--- src/assert_macros.svh ---
// assertion macros shared by the duration parser modules
`ifndef ASSERT_MACROS_SVH
`define ASSERT_MACROS_SVH

// same-cycle implication, checked on the rising edge of clk outside reset
`define ASSERT_IMPL(lbl, ante, cons, msg) \
  lbl: assert property (@(posedge clk) disable iff (!rst_n) (ante) |-> (cons)) \
    else $error(msg);

// next-cycle implication, checked on the rising edge of clk outside reset
`define ASSERT_NEXT(lbl, ante, cons, msg) \
  lbl: assert property (@(posedge clk) disable iff (!rst_n) (ante) |=> (cons)) \
    else $error(msg);

`endif

--- src/dsp_pkg.sv ---
// types, unit word tables and helpers for the duration string parser
package dsp_pkg;

  localparam int NUM_WORDS  = 11;
  localparam int WORD_IDX_W = 4;
  localparam int MAX_LEN    = 11;
  localparam int WORD_BITS  = 8 * MAX_LEN;
  localparam int POS_W      = 4;
  localparam int NUM_UNITS  = 4;
  localparam int VAL_W      = 63;
  localparam int ACC_W      = 68;
  localparam int SCALE_W    = 22;
  localparam int DTERM_W    = 26;

  typedef logic [7:0]       char_t;
  typedef logic [VAL_W-1:0] val_t;
  typedef logic [POS_W-1:0] pos_t;

  localparam pos_t POS_MAX = 4'd15;

  localparam char_t CH_NUL   = 8'h00;
  localparam char_t CH_TAB   = 8'h09;
  localparam char_t CH_CR    = 8'h0D;
  localparam char_t CH_SPACE = 8'h20;
  localparam char_t CH_PLUS  = 8'h2B;
  localparam char_t CH_MINUS = 8'h2D;
  localparam char_t CH_ZERO  = 8'h30;
  localparam char_t CH_NINE  = 8'h39;

  typedef enum logic [1:0] {
    PH_SPACE,
    PH_SIGNED,
    PH_DIGITS,
    PH_SUFFIX
  } phase_t;

  typedef enum logic [1:0] {
    MULT_MS,
    MULT_SEC,
    MULT_MIN,
    MULT_HOUR
  } unit_t;

  // unit words, right aligned and zero padded
  localparam logic [WORD_BITS-1:0] WORD_TEXT [NUM_WORDS] = '{
    WORD_BITS'("ms"), WORD_BITS'("miliseconds"),
    WORD_BITS'("s"), WORD_BITS'("sec"), WORD_BITS'("seconds"), WORD_BITS'(0),
    WORD_BITS'("m"), WORD_BITS'("min"), WORD_BITS'("minutes"),
    WORD_BITS'("h"), WORD_BITS'("hour")
  };

  localparam pos_t WORD_LEN [NUM_WORDS] = '{
    4'd2, 4'd11,
    4'd1, 4'd3, 4'd7, 4'd0,
    4'd1, 4'd3, 4'd7,
    4'd1, 4'd4
  };

  localparam unit_t WORD_UNIT [NUM_WORDS] = '{
    MULT_MS, MULT_MS,
    MULT_SEC, MULT_SEC, MULT_SEC, MULT_SEC,
    MULT_MIN, MULT_MIN, MULT_MIN,
    MULT_HOUR, MULT_HOUR
  };

  localparam logic [SCALE_W-1:0] UNIT_SCALE [NUM_UNITS] = '{
    22'd1, 22'd1000, 22'd60000, 22'd3600000
  };

  typedef struct packed {
    logic add_digit;
    logic restart;
    logic feed;
    logic finish;
  } ctl_t;

  typedef struct packed {
    logic  found;
    unit_t unit;
  } match_t;

  typedef struct packed {
    logic range_ovf;
    logic prod_ovf;
    logic mag_nonzero;
    val_t product;
  } acc_t;

  // character of word w at position pos; zero past the end of the word
  function automatic char_t word_char(input logic [WORD_IDX_W-1:0] w, input pos_t pos);
    logic [WORD_BITS-1:0] aligned;
    aligned = WORD_TEXT[w] << (8 * (MAX_LEN - int'(WORD_LEN[w])));
    aligned = aligned << {pos, 3'b000};
    return aligned[WORD_BITS-1 -: 8];
  endfunction

  function automatic logic is_space(input char_t c);
    return (c == CH_SPACE) || ((c >= CH_TAB) && (c <= CH_CR));
  endfunction

  function automatic logic is_digit(input char_t c);
    return (c >= CH_ZERO) && (c <= CH_NINE);
  endfunction

endpackage

--- src/dsp_if.sv ---
// valid/ready channel interfaces for the duration string parser
interface dsp_in_if;
  logic                valid;
  logic                ready;
  dsp_pkg::char_t      char_byte;

  modport source (output valid, output char_byte, input ready);
  modport sink (input valid, input char_byte, output ready);
endinterface

interface dsp_out_if;
  logic                valid;
  logic                ready;
  logic                parse_error;
  dsp_pkg::val_t       duration_ms;

  modport source (output valid, output parse_error, output duration_ms, input ready);
  modport sink (input valid, input parse_error, input duration_ms, output ready);
endinterface

--- src/dsp_match.sv ---
// unit word matcher: tracks which words the suffix still agrees with
`include "assert_macros.svh"

module dsp_match (
  input  logic            clk,
  input  logic            rst_n,
  input  dsp_pkg::ctl_t   ctl,
  input  dsp_pkg::char_t  char_byte,
  output dsp_pkg::match_t match
);

  logic [dsp_pkg::NUM_WORDS-1:0] cand_r, cand_nxt;
  dsp_pkg::pos_t                 pos_r, pos_nxt;
  logic                          overlong_r, overlong_nxt;

  always_comb begin
    cand_nxt     = cand_r;
    pos_nxt      = pos_r;
    overlong_nxt = overlong_r;
    if (ctl.restart || ctl.finish) begin
      cand_nxt     = '1;
      pos_nxt      = '0;
      overlong_nxt = 1'b0;
    end else if (ctl.feed) begin
      for (int i = 0; i < dsp_pkg::NUM_WORDS; i++) begin
        cand_nxt[i] = cand_r[i] &&
                      (pos_r < dsp_pkg::WORD_LEN[dsp_pkg::WORD_IDX_W'(i)]) &&
                      (dsp_pkg::word_char(dsp_pkg::WORD_IDX_W'(i), pos_r) == char_byte);
      end
      if (pos_r != dsp_pkg::POS_MAX) begin
        pos_nxt = pos_r + 1'b1;
      end else begin
        overlong_nxt = 1'b1;
      end
    end
  end

  always_ff @(posedge clk) begin
    if (!rst_n) begin
      cand_r     <= '1;
      pos_r      <= '0;
      overlong_r <= 1'b0;
    end else begin
      cand_r     <= cand_nxt;
      pos_r      <= pos_nxt;
      overlong_r <= overlong_nxt;
    end
  end

  // lowest-numbered word of matching length wins
  always_comb begin
    match.found = 1'b0;
    match.unit  = dsp_pkg::MULT_SEC;
    for (int i = dsp_pkg::NUM_WORDS - 1; i >= 0; i--) begin
      if (cand_r[i] && !overlong_r &&
          (dsp_pkg::WORD_LEN[dsp_pkg::WORD_IDX_W'(i)] == pos_r)) begin
        match.found = 1'b1;
        match.unit  = dsp_pkg::WORD_UNIT[dsp_pkg::WORD_IDX_W'(i)];
      end
    end
  end

  `ASSERT_IMPL(a_overlong_pos, overlong_r, pos_r == dsp_pkg::POS_MAX, "overlong without full position")
  `ASSERT_NEXT(a_restart_clear, ctl.restart || ctl.finish, cand_r == '1 && pos_r == '0 && !overlong_r, "matcher not restarted")

endmodule

--- src/dsp_accum.sv ---
// decimal accumulator with one lane per unit scale and sticky overflow
`include "assert_macros.svh"

module dsp_accum (
  input  logic           clk,
  input  logic           rst_n,
  input  dsp_pkg::ctl_t  ctl,
  input  dsp_pkg::char_t char_byte,
  input  dsp_pkg::unit_t unit,
  output dsp_pkg::acc_t  acc
);

  dsp_pkg::val_t                 val_r [dsp_pkg::NUM_UNITS];
  logic [dsp_pkg::NUM_UNITS-1:0] ovf_r;
  logic [3:0]                    digit;

  assign digit = char_byte[3:0];

  for (genvar k = 0; k < dsp_pkg::NUM_UNITS; k++) begin : g_lane
    logic [dsp_pkg::ACC_W-1:0]   ext;
    logic [dsp_pkg::ACC_W-1:0]   sum;
    logic [dsp_pkg::DTERM_W-1:0] dterm;
    logic                        over;

    // lane k holds value * scale; times ten is two shifted adds
    assign ext   = dsp_pkg::ACC_W'(val_r[k]);
    assign dterm = dsp_pkg::DTERM_W'(digit) * dsp_pkg::DTERM_W'(dsp_pkg::UNIT_SCALE[k]);
    assign sum   = (ext << 3) + (ext << 1) + dsp_pkg::ACC_W'(dterm);
    assign over  = |sum[dsp_pkg::ACC_W-1:dsp_pkg::VAL_W];

    always_ff @(posedge clk) begin
      if (!rst_n || ctl.finish) begin
        val_r[k] <= '0;
        ovf_r[k] <= 1'b0;
      end else if (ctl.add_digit && !ovf_r[k]) begin
        if (over) begin
          ovf_r[k] <= 1'b1;
        end else begin
          val_r[k] <= sum[dsp_pkg::VAL_W-1:0];
        end
      end
    end
  end

  assign acc.range_ovf   = ovf_r[dsp_pkg::MULT_MS];
  assign acc.prod_ovf    = ovf_r[unit];
  assign acc.mag_nonzero = |val_r[dsp_pkg::MULT_MS];
  assign acc.product     = val_r[unit];

  `ASSERT_IMPL(a_ovf_order, ovf_r[dsp_pkg::MULT_MS], &ovf_r[dsp_pkg::NUM_UNITS-1:1], "range overflow without product overflow")
  `ASSERT_IMPL(a_ovf_scale, ovf_r[dsp_pkg::MULT_SEC], ovf_r[dsp_pkg::MULT_MIN] && ovf_r[dsp_pkg::MULT_HOUR], "overflow order broken")

endmodule

--- src/duration_string_parser.sv ---
// duration string parser top level: input register, phase control, result register
// a terminating NUL passes through the input register, then loads the result register and sets it valid
// throughput: one byte per cycle unless a NUL byte waits on an untaken result
// the result register frees the input side for all bytes but a NUL while a result waits to be taken
// synchronous active-low reset returns the parser to the leading white space phase
`include "assert_macros.svh"

module duration_string_parser (
  input  logic        clk,
  input  logic        rst_n,
  dsp_in_if.sink      in_ch,
  dsp_out_if.source   out_ch
);

  logic             in_valid_r;
  dsp_pkg::char_t   in_byte_r;
  dsp_pkg::phase_t  phase_r, phase_nxt;
  logic             neg_r, neg_nxt;
  logic             any_byte_r, any_byte_nxt;
  logic             out_valid_r;
  logic             out_err_r;
  dsp_pkg::val_t    out_dur_r;

  logic             consume;
  logic             is_nul;
  logic             digit_run;
  logic             sign_char;
  logic             err;
  dsp_pkg::ctl_t    ctl;
  dsp_pkg::match_t  match;
  dsp_pkg::acc_t    acc;

  assign is_nul    = (in_byte_r == dsp_pkg::CH_NUL);
  assign digit_run = dsp_pkg::is_digit(in_byte_r) && (phase_r != dsp_pkg::PH_SUFFIX);
  assign sign_char = (in_byte_r == dsp_pkg::CH_PLUS) || (in_byte_r == dsp_pkg::CH_MINUS);

  // a NUL byte waits while an untaken result sits in the output register
  assign consume     = in_valid_r && (!is_nul || !out_valid_r || out_ch.ready);
  assign in_ch.ready = !in_valid_r || consume;

  always_ff @(posedge clk) begin
    if (!rst_n) begin
      in_valid_r <= 1'b0;
    end else if (in_ch.ready) begin
      in_valid_r <= in_ch.valid;
    end
  end

  always_ff @(posedge clk) begin
    if (in_ch.valid && in_ch.ready) begin
      in_byte_r <= in_ch.char_byte;
    end
  end

  // next phase
  always_comb begin
    phase_nxt = phase_r;
    if (consume) begin
      if (is_nul) begin
        phase_nxt = dsp_pkg::PH_SPACE;
      end else if (digit_run) begin
        phase_nxt = dsp_pkg::PH_DIGITS;
      end else begin
        unique case (phase_r)
          dsp_pkg::PH_SPACE: begin
            if (dsp_pkg::is_space(in_byte_r)) begin
              phase_nxt = dsp_pkg::PH_SPACE;
            end else if (sign_char) begin
              phase_nxt = dsp_pkg::PH_SIGNED;
            end else begin
              phase_nxt = dsp_pkg::PH_SUFFIX;
            end
          end
          dsp_pkg::PH_SIGNED: phase_nxt = dsp_pkg::PH_SUFFIX;
          dsp_pkg::PH_DIGITS: phase_nxt = dsp_pkg::PH_SUFFIX;
          dsp_pkg::PH_SUFFIX: phase_nxt = dsp_pkg::PH_SUFFIX;
          default:            phase_nxt = dsp_pkg::PH_SUFFIX;
        endcase
      end
    end
  end

  // control outputs
  always_comb begin
    ctl.finish    = consume && is_nul;
    ctl.add_digit = consume && !is_nul && digit_run;
    ctl.restart   = ctl.add_digit;
    ctl.feed      = consume && !is_nul && !digit_run;

    neg_nxt      = neg_r;
    any_byte_nxt = any_byte_r;
    if (ctl.finish) begin
      neg_nxt      = 1'b0;
      any_byte_nxt = 1'b0;
    end else if (consume) begin
      any_byte_nxt = 1'b1;
      if (!digit_run && (phase_r == dsp_pkg::PH_SPACE) && sign_char) begin
        neg_nxt = (in_byte_r == dsp_pkg::CH_MINUS);
      end
    end
  end

  always_ff @(posedge clk) begin
    if (!rst_n) begin
      phase_r    <= dsp_pkg::PH_SPACE;
      neg_r      <= 1'b0;
      any_byte_r <= 1'b0;
    end else begin
      phase_r    <= phase_nxt;
      neg_r      <= neg_nxt;
      any_byte_r <= any_byte_nxt;
    end
  end

  dsp_match u_match (
    .clk       (clk),
    .rst_n     (rst_n),
    .ctl       (ctl),
    .char_byte (in_byte_r),
    .match     (match)
  );

  dsp_accum u_accum (
    .clk       (clk),
    .rst_n     (rst_n),
    .ctl       (ctl),
    .char_byte (in_byte_r),
    .unit      (match.unit),
    .acc       (acc)
  );

  // minus zero passes: only a nonzero magnitude makes a negative value an error
  assign err = !any_byte_r || acc.range_ovf || (neg_r && acc.mag_nonzero) ||
               !match.found || acc.prod_ovf;

  always_ff @(posedge clk) begin
    if (!rst_n) begin
      out_valid_r <= 1'b0;
    end else if (ctl.finish) begin
      out_valid_r <= 1'b1;
    end else if (out_ch.ready) begin
      out_valid_r <= 1'b0;
    end
  end

  always_ff @(posedge clk) begin
    if (ctl.finish) begin
      out_err_r <= err;
      out_dur_r <= err ? '0 : acc.product;
    end
  end

  assign out_ch.valid       = out_valid_r;
  assign out_ch.parse_error = out_err_r;
  assign out_ch.duration_ms = out_dur_r;

  `ASSERT_IMPL(a_err_zero, out_valid_r && out_err_r, out_dur_r == '0, "error result with nonzero duration")
  `ASSERT_NEXT(a_finish_out, ctl.finish, out_valid_r && phase_r == dsp_pkg::PH_SPACE && !any_byte_r, "result not loaded or state not cleared")
  `ASSERT_IMPL(a_no_overwrite, out_valid_r && !out_ch.ready, !ctl.finish, "pending result overwritten")

endmodule

--- src/flat_wrapper.sv ---
// flat-port wrapper written by rule: the top's interface ports become plain ports
module duration_string_parser_flat 
  (clk, rst_n, in_ch_valid, in_ch_char_byte, in_ch_ready, out_ch_valid, out_ch_parse_error, out_ch_duration_ms, out_ch_ready);
  dsp_in_if in_ch_i ();
  dsp_out_if out_ch_i ();
  input  logic clk;
  input  logic rst_n;
  input wire logic [$bits(in_ch_i.valid)-1:0] in_ch_valid;
  input wire logic [$bits(in_ch_i.char_byte)-1:0] in_ch_char_byte;
  output wire logic [$bits(in_ch_i.ready)-1:0] in_ch_ready;
  output wire logic [$bits(out_ch_i.valid)-1:0] out_ch_valid;
  output wire logic [$bits(out_ch_i.parse_error)-1:0] out_ch_parse_error;
  output wire logic [$bits(out_ch_i.duration_ms)-1:0] out_ch_duration_ms;
  input wire logic [$bits(out_ch_i.ready)-1:0] out_ch_ready;
  assign in_ch_i.valid = in_ch_valid;
  assign in_ch_i.char_byte = in_ch_char_byte;
  assign in_ch_ready = in_ch_i.ready;
  assign out_ch_valid = out_ch_i.valid;
  assign out_ch_parse_error = out_ch_i.parse_error;
  assign out_ch_duration_ms = out_ch_i.duration_ms;
  assign out_ch_i.ready = out_ch_ready;
  duration_string_parser u_core (.clk(clk), .rst_n(rst_n), .in_ch(in_ch_i), .out_ch(out_ch_i));
endmodule
--- config.mk ---
export PLATFORM = sky130hd
export DESIGN_NAME = duration_string_parser_flat
export DESIGN_NICKNAME = d
export VERILOG_FILES = /design/src/dsp_pkg.sv /design/src/dsp_if.sv /design/src/dsp_match.sv /design/src/dsp_accum.sv /design/src/duration_string_parser.sv /design/src/flat_wrapper.sv
export VERILOG_INCLUDE_DIRS = /design/src /design/src/src
export SDC_FILE = /design/constraint.sdc
export NUM_CORES = 1
export LEC_CHECK = 0
export ABC_AREA = 1
export BUFFER_PORTS_ARGS = -buffer_cell sky130_fd_sc_hd__buf_4
export CORE_MARGIN = 5
export CORE_UTILIZATION = 50
export DETAILED_ROUTE_END_ITERATION = 8
export PLACE_DENSITY = 0.79
export SLEW_MARGIN = 25
export SYNTH_ARGS = -nofsm -noshare
export SYNTH_HDL_FRONTEND = slang
export SYNTH_SLANG_ARGS = --single-unit
--- constraint.sdc ---
create_clock -name clk -period 6.2 [get_ports clk]
set_input_delay 0.62 -clock clk [delete_from_list [all_inputs] [get_ports clk]]
set_output_delay 0.62 -clock clk [all_outputs]
set_load 0.05 [all_outputs]
# [Word level (Yosys, flattened, before mapping)]
# Memory sizes are Yosys's and may differ from the RTL's. A register that Yosys moved wholly into a read port is not among the register bits.
# Index checks and enable logic that the tools add are counted.
[word_totals] ramBits=252 word_cells=212 in_bits=12 reg_bits=35 n_memories=1 output_inout_bits=66
[op_classes] n_shift=8 n_eq_ne=22 n_addsub=9 bitwise_logic=6 n_mul=3 n_reduce_logical=96 muxes=42 magnitude_cmp=11
[mem_list] name="u_core.u_accum.val_r" depth=4 width=63 rd=5 rd_clocked_by_memory_dff=1 wr=4 line="dsp_accum.sv:13" text="dsp_pkg::val_t val_r [dsp_pkg::NUM_UNITS];"
[op_table] op="$shl 87x7->88 const A" count=7
[op_table] op="$add 66x64->67" count=4
[op_table] op="$mux 63" count=4
[op_table] op="$shl 1x7->88 const A" count=1
[op_table] op="$add 67x14->68" count=1
[op_table] op="$add 67x20->68" count=1
[op_table] op="$add 67x26->68" count=1
[op_table] op="$add 67x4->68" count=1
[op_table] op="$eq 8x8->1" count=8
[op_table] op="$reduce_or 63->1" count=1
[op_table] op="$logic_and 1x1->1" count=54
[op_table] op="$mux 3" count=11
[op_table] op="$eq 8x6->1 const B" count=3
[op_table] op="$mux 1" count=21
[op_table] op="$reduce_or 5->1" count=4
[op_table] op="$mul 4x15->19 const B" count=1
[op_table] op="$mul 4x11->15 const B" count=1
[op_table] op="$reduce_and 2->1" count=7
[op_table] op="$logic_not 1->1" count=12
[op_table] op="$logic_or 1x1->1" count=11
[op_table] op="$mul 4x7->11 const B" count=1
[op_table] op="$eq 2x4->1 const A" count=2
[op_table] op="$eq 4x4->1 const A" count=2
[op_table] op="$ge 8x4->1 const B" count=1
[op_table] op="26 further kinds" count=37

# [Longest topological paths before layout]
[depth] depth_word=17 ltp_mapped=37 ltp_nobuf=35

# [Cells and area by module]
# A second synthesis with hierarchy kept.
[unflattened] cells_unflattened=5717 hier_area_um2=39046.2
[modules_own_cells] mod="dsp_accum" cells_each=5163 seq_area_each_um2=7196.9 area_per_inst_um2=34393.0 instances=1
[modules_own_cells] mod="duration_string_parser" cells_each=285 seq_area_each_um2=2282.2 area_per_inst_um2=3165.5 instances=1
[modules_own_cells] mod="dsp_match" cells_each=269 seq_area_each_um2=260.2 area_per_inst_um2=1487.7 instances=1

# [Worst setup path after synthesis]
# No wires, ideal clock.
[synth_path] path_kind="register -> register" from="reg u_core.in_byte_r[1]" to="mem u_core.u_accum.val_r[1][10] (netlist name) (enable)" required_ns=5.781 path_buffers=0 synth_period_minus_slack_ns=6.684 t_arrival_ns=6.265 slack_ns=-0.484 setup_time_ns=0.419 stages_incl_launch_ff=31 cell_sequence="edfxtp_1 > fa_1 > inv_1 > fa_1 > inv_1 > ha_1 > a21oi_1 > nand2_1 > a21oi_1 > o21ai_0 > nand2_1 > nand2_1 > a21oi_1 > xor2_1 > fa_1 > inv_1 > ha_1 > nand2_1 > nor2_1 > nand3_1 > nand3_1 > nand2_1 > nand2_1 > nand2_1 > nand2_1 > nand2_1 > nand2_1 > nand2_1 > nor2_1 > nand2_1 > nand2_1"
[synth_lines] element="start, declared" line="duration_string_parser.sv:16" text="dsp_pkg::char_t in_byte_r;"
[synth_lines] element="start signal, assigned" line="duration_string_parser.sv:51" text="in_byte_r <= in_ch.char_byte;"
[synth_lines] element="end, declared" line="dsp_accum.sv:13"

==> out/summary.txt <==
First-pass iteration count of the detailed router = 6
Commonest non-fill, non-tap cell in the layout = nand2_1
Crit path capture type = register
Crit Path Max Fanout = 15
Hpwl dp = 76,160 um
Cts hold-fix bufs = 0
Port bufs = 77
Outcome = finished, final reports clean
Max-slew headroom = 0.2759
R2R Path End = u_core.u_accum.val_r[1][34]
Mapped Area = 29,800 sq um
Reg clk slew, reported paths = 60 ps
Antenna Nets Post-Route = 0
Total core area = 59,020 sq um
Layout cell share with drive strength beyond 1 = 0.04276
Critical path origin = u_core.in_byte_r[1]
Fin crit share = 0.9279
First-iteration detailed-routing DRC count = 2,714
CP max stage cell = fa_1
Worst stage delay on the critical path = 580 ps
Post-Syn Area per Cell = 6.716 sq um
Synth Register Bits = 275
Int Power = 4261 uW
Count of cell types in the netlist = 42
Sequential element share of the synthesized area = 0.2697
Hold Startpoint = in_ch_char_byte[2]
Overall routing resource usage = 0.2799
Largest net degree at the start of global routing = 77
Worst EP arrival = 6040 ps
Tmin final = 5753 ps
DR DRC count = 0
RSZ-0062 raised after global routing = yes
Syn-to-layout area delta = 9.889%
Ys async rst share = 0
Die area = 64,580 sq um
First-pass GRT wire length = 142,200 um
Clk sink count = 275
Cell chosen for the clock root = clkbuf_16
GRT overflow = 0
Clock power share = 0.313
Nets@finish = 4,960
Gate count after technology mapping = 4,437
Initial Util = 0.5049
Detailed-route vias per instance = 5.316
Ys flop type = edfxtp_1
Clock skew = 34.60 ps
CTS buffer count = 36
Startpoint types = register
# diodes = 0
Floorplan row count = 89
Sequential Power Share = 0.311
Power Dens Cells = 210.3 nW/um^2
Syn nets = 4,863
Comb pwr share = 0.376
Final RePlAce weighted congestion = 1.027
Pleak = 0.01742 uW
Die height = 254.1 um
Finish-stage setup viols = 0
Switch share = 0.3812
Setup TNS = 0 ps
Hold path cells = 1
Psw = 2624 uW
Antenna violations before repair = 0
Worst IR drop on VDD = 235.3 uV
Hold_ws = 233.7 ps
WL per Instance = 17.42 um
Final WL = 92,880 um
Worst Reg-to-Reg Cells = 28
EDFF count, synth = 253
Final hold violations = 0
Most frequent cells in the layout = 1,233 x nand2_1, 810 x inv_1, 619 x nor2_1
Worst Hold Path EP = u_core.in_byte_r[2]
CP Data Required Time = 6480 ps
Die X = 254.1 um
CP most frequent cell = nand2_1
RR Startpoint = u_core.in_byte_r[1]
CTS Buffer Depth = 3
CTS tree = built
Via count = 28,350
Worst-Margin Slew = 1086 ps
Max-slew violation count = 0
Vias in the first global route = 26,390
Max H-tree Level = 2
Synth warnings = 0
Worst setup path class = reg2reg
Clock Latency Late Sink = 580 ps
Boundary Pins = 78
R2R setup slack = 450 ps
Fmax = 173.8 MHz
Max-Cap Viols = 0
Worst min path class = in2reg
[routing by layer]
metal / up-vias / routed length (um) / GRT usage
li1: 14310 / - / -
met5: - / 0 / 0
met1: 12870 / 39790 / 0.3699
met2: 982 / 42240 / 0.4614
met3: 187 / 6510 / 0.04472
met4: 0 / 4343 / 0.1118
[synth_stat cells (3+ instances only)]
library cell	instances	area, sq um
nand2_1	1237	4643
inv_1	811	3044
nor2_1	622	2335
ha_1	382	4780
edfxtp_1	253	7597
a21oi_1	251	1256
o21ai_0	230	1151
nand3_1	133	665.6
xor2_1	99	867.1
xnor2_1	77	674.4
nor3_1	59	295.3
fa_1	32	640.6
clkbuf_1	31	116.4
o21bai_1	29	217.7
nand4_1	25	156.4
buf_2	22	110.1
dfxtp_1	22	440.4
nor4_1	21	131.4
a31oi_1	18	112.6
o31ai_1	10	75.07
o211ai_1	8	60.06
a21o_1	7	52.55
nand3b_1	7	52.55
o21a_1	7	52.55
and2_1	6	37.54
inv_2	6	22.52
a21boi_0	5	37.54
o21ai_1	5	25.02
buf_1	4	15.01
or2_2	3	18.77
[how the worst max path moves through the flow]
stage	endpoint	depth (start not counted)
after floorplan	u_core.u_accum.val_r[1][10]	30
after global placement	u_core.u_accum.val_r[1][39]	31
after detailed placement	u_core.u_accum.val_r[1][56]	31
after CTS	u_core.u_accum.val_r[1][56]	31
after global routing	u_core.u_accum.val_r[2][12]	30
final	u_core.u_accum.val_r[1][34]	28
[state kept, by name (all words and copies together) (netlist names)]
signal,count
u_core.u_accum.val_r,181
u_core.neg_r,1
u_core.u_match.overlong_r,1
u_core.phase_r,2
u_core.u_match.pos_r,4
u_core.out_ch.parse_error,1
u_core.u_match.cand_r,8
u_core.u_accum.acc,1
u_core.out_ch.duration_ms,63
u_core.in_valid_r,1
u_core.u_accum.ovf_r,2
u_core.out_ch.valid,1
u_core.any_byte_r,1
u_core.in_byte_r,8
[power by group through the flow]
| stage | sequential [uW] | clock (uW) | combinational (uW) |
|---|---|---|---|
| after floorplan | 2160 | 0 | 1870 |
| after global placement | 2180 | 0 | 2520 |
| after detailed placement | 2180 | 0 | 2520 |
| after CTS | 2140 | 2180 | 2550 |
| after global routing | 2150 | 2260 | 2910 |
| final | 2140 | 2150 | 2590 |
[cells by family after synthesis]
family	count (synthesis)	share of synthesized area
adders and majority gates	414	0.1819
buffers and inverters	877	0.1115
DFF	275	0.2697
xor gates and xnor gates	176	0.05173
AOI/OAI and AO/OA	578	0.1041
and+or+nand+nor	2117	0.2810
[metrics by stage]
stage               power (uW)  worst slack (ps)  cell area [sq um]  utilization  std cells
floorplan                 4033             85.60              29800            -       4437
global placement          4698             324.7              31420       0.5323       5264
detailed placement        4706             260.8              31420       0.5323       5264
CTS                       6873             229.1              32610       0.5526       5328
global route              7318            -8.735              32740       0.5548       5333
finish                    6885             447.0              32740       0.5548       5333
[final cells by class]
type / instances / area (sq um)
clock buffers: 49 / 1032
flip-flops and latches: 275 / 8038
inverters: 819 / 3075
clock inverters: 15 / 165.2
well taps: 773 / 967.2
repair buffers: 117 / 970.9
multi-input cells: 3285 / 18500
fillers: 5875 / 26280
[repair_timing]
item,in CTS,in global routing
setup endpoints to repair,0,232
buffers inserted,0,3
gates resized for setup,0,15
[critical path: cells and delay by family, from the launching register on]
kind / cells / cell delay [ps]
xor+xnor: 1 / 100
buf+inv: 4 / 370
simple gates: 11 / 1260
compound gates: 7 / 1040
fa+ha+maj: 5 / 2270
flops: 1 / 420
Note: power is estimated with default switching activity, not from simulation.
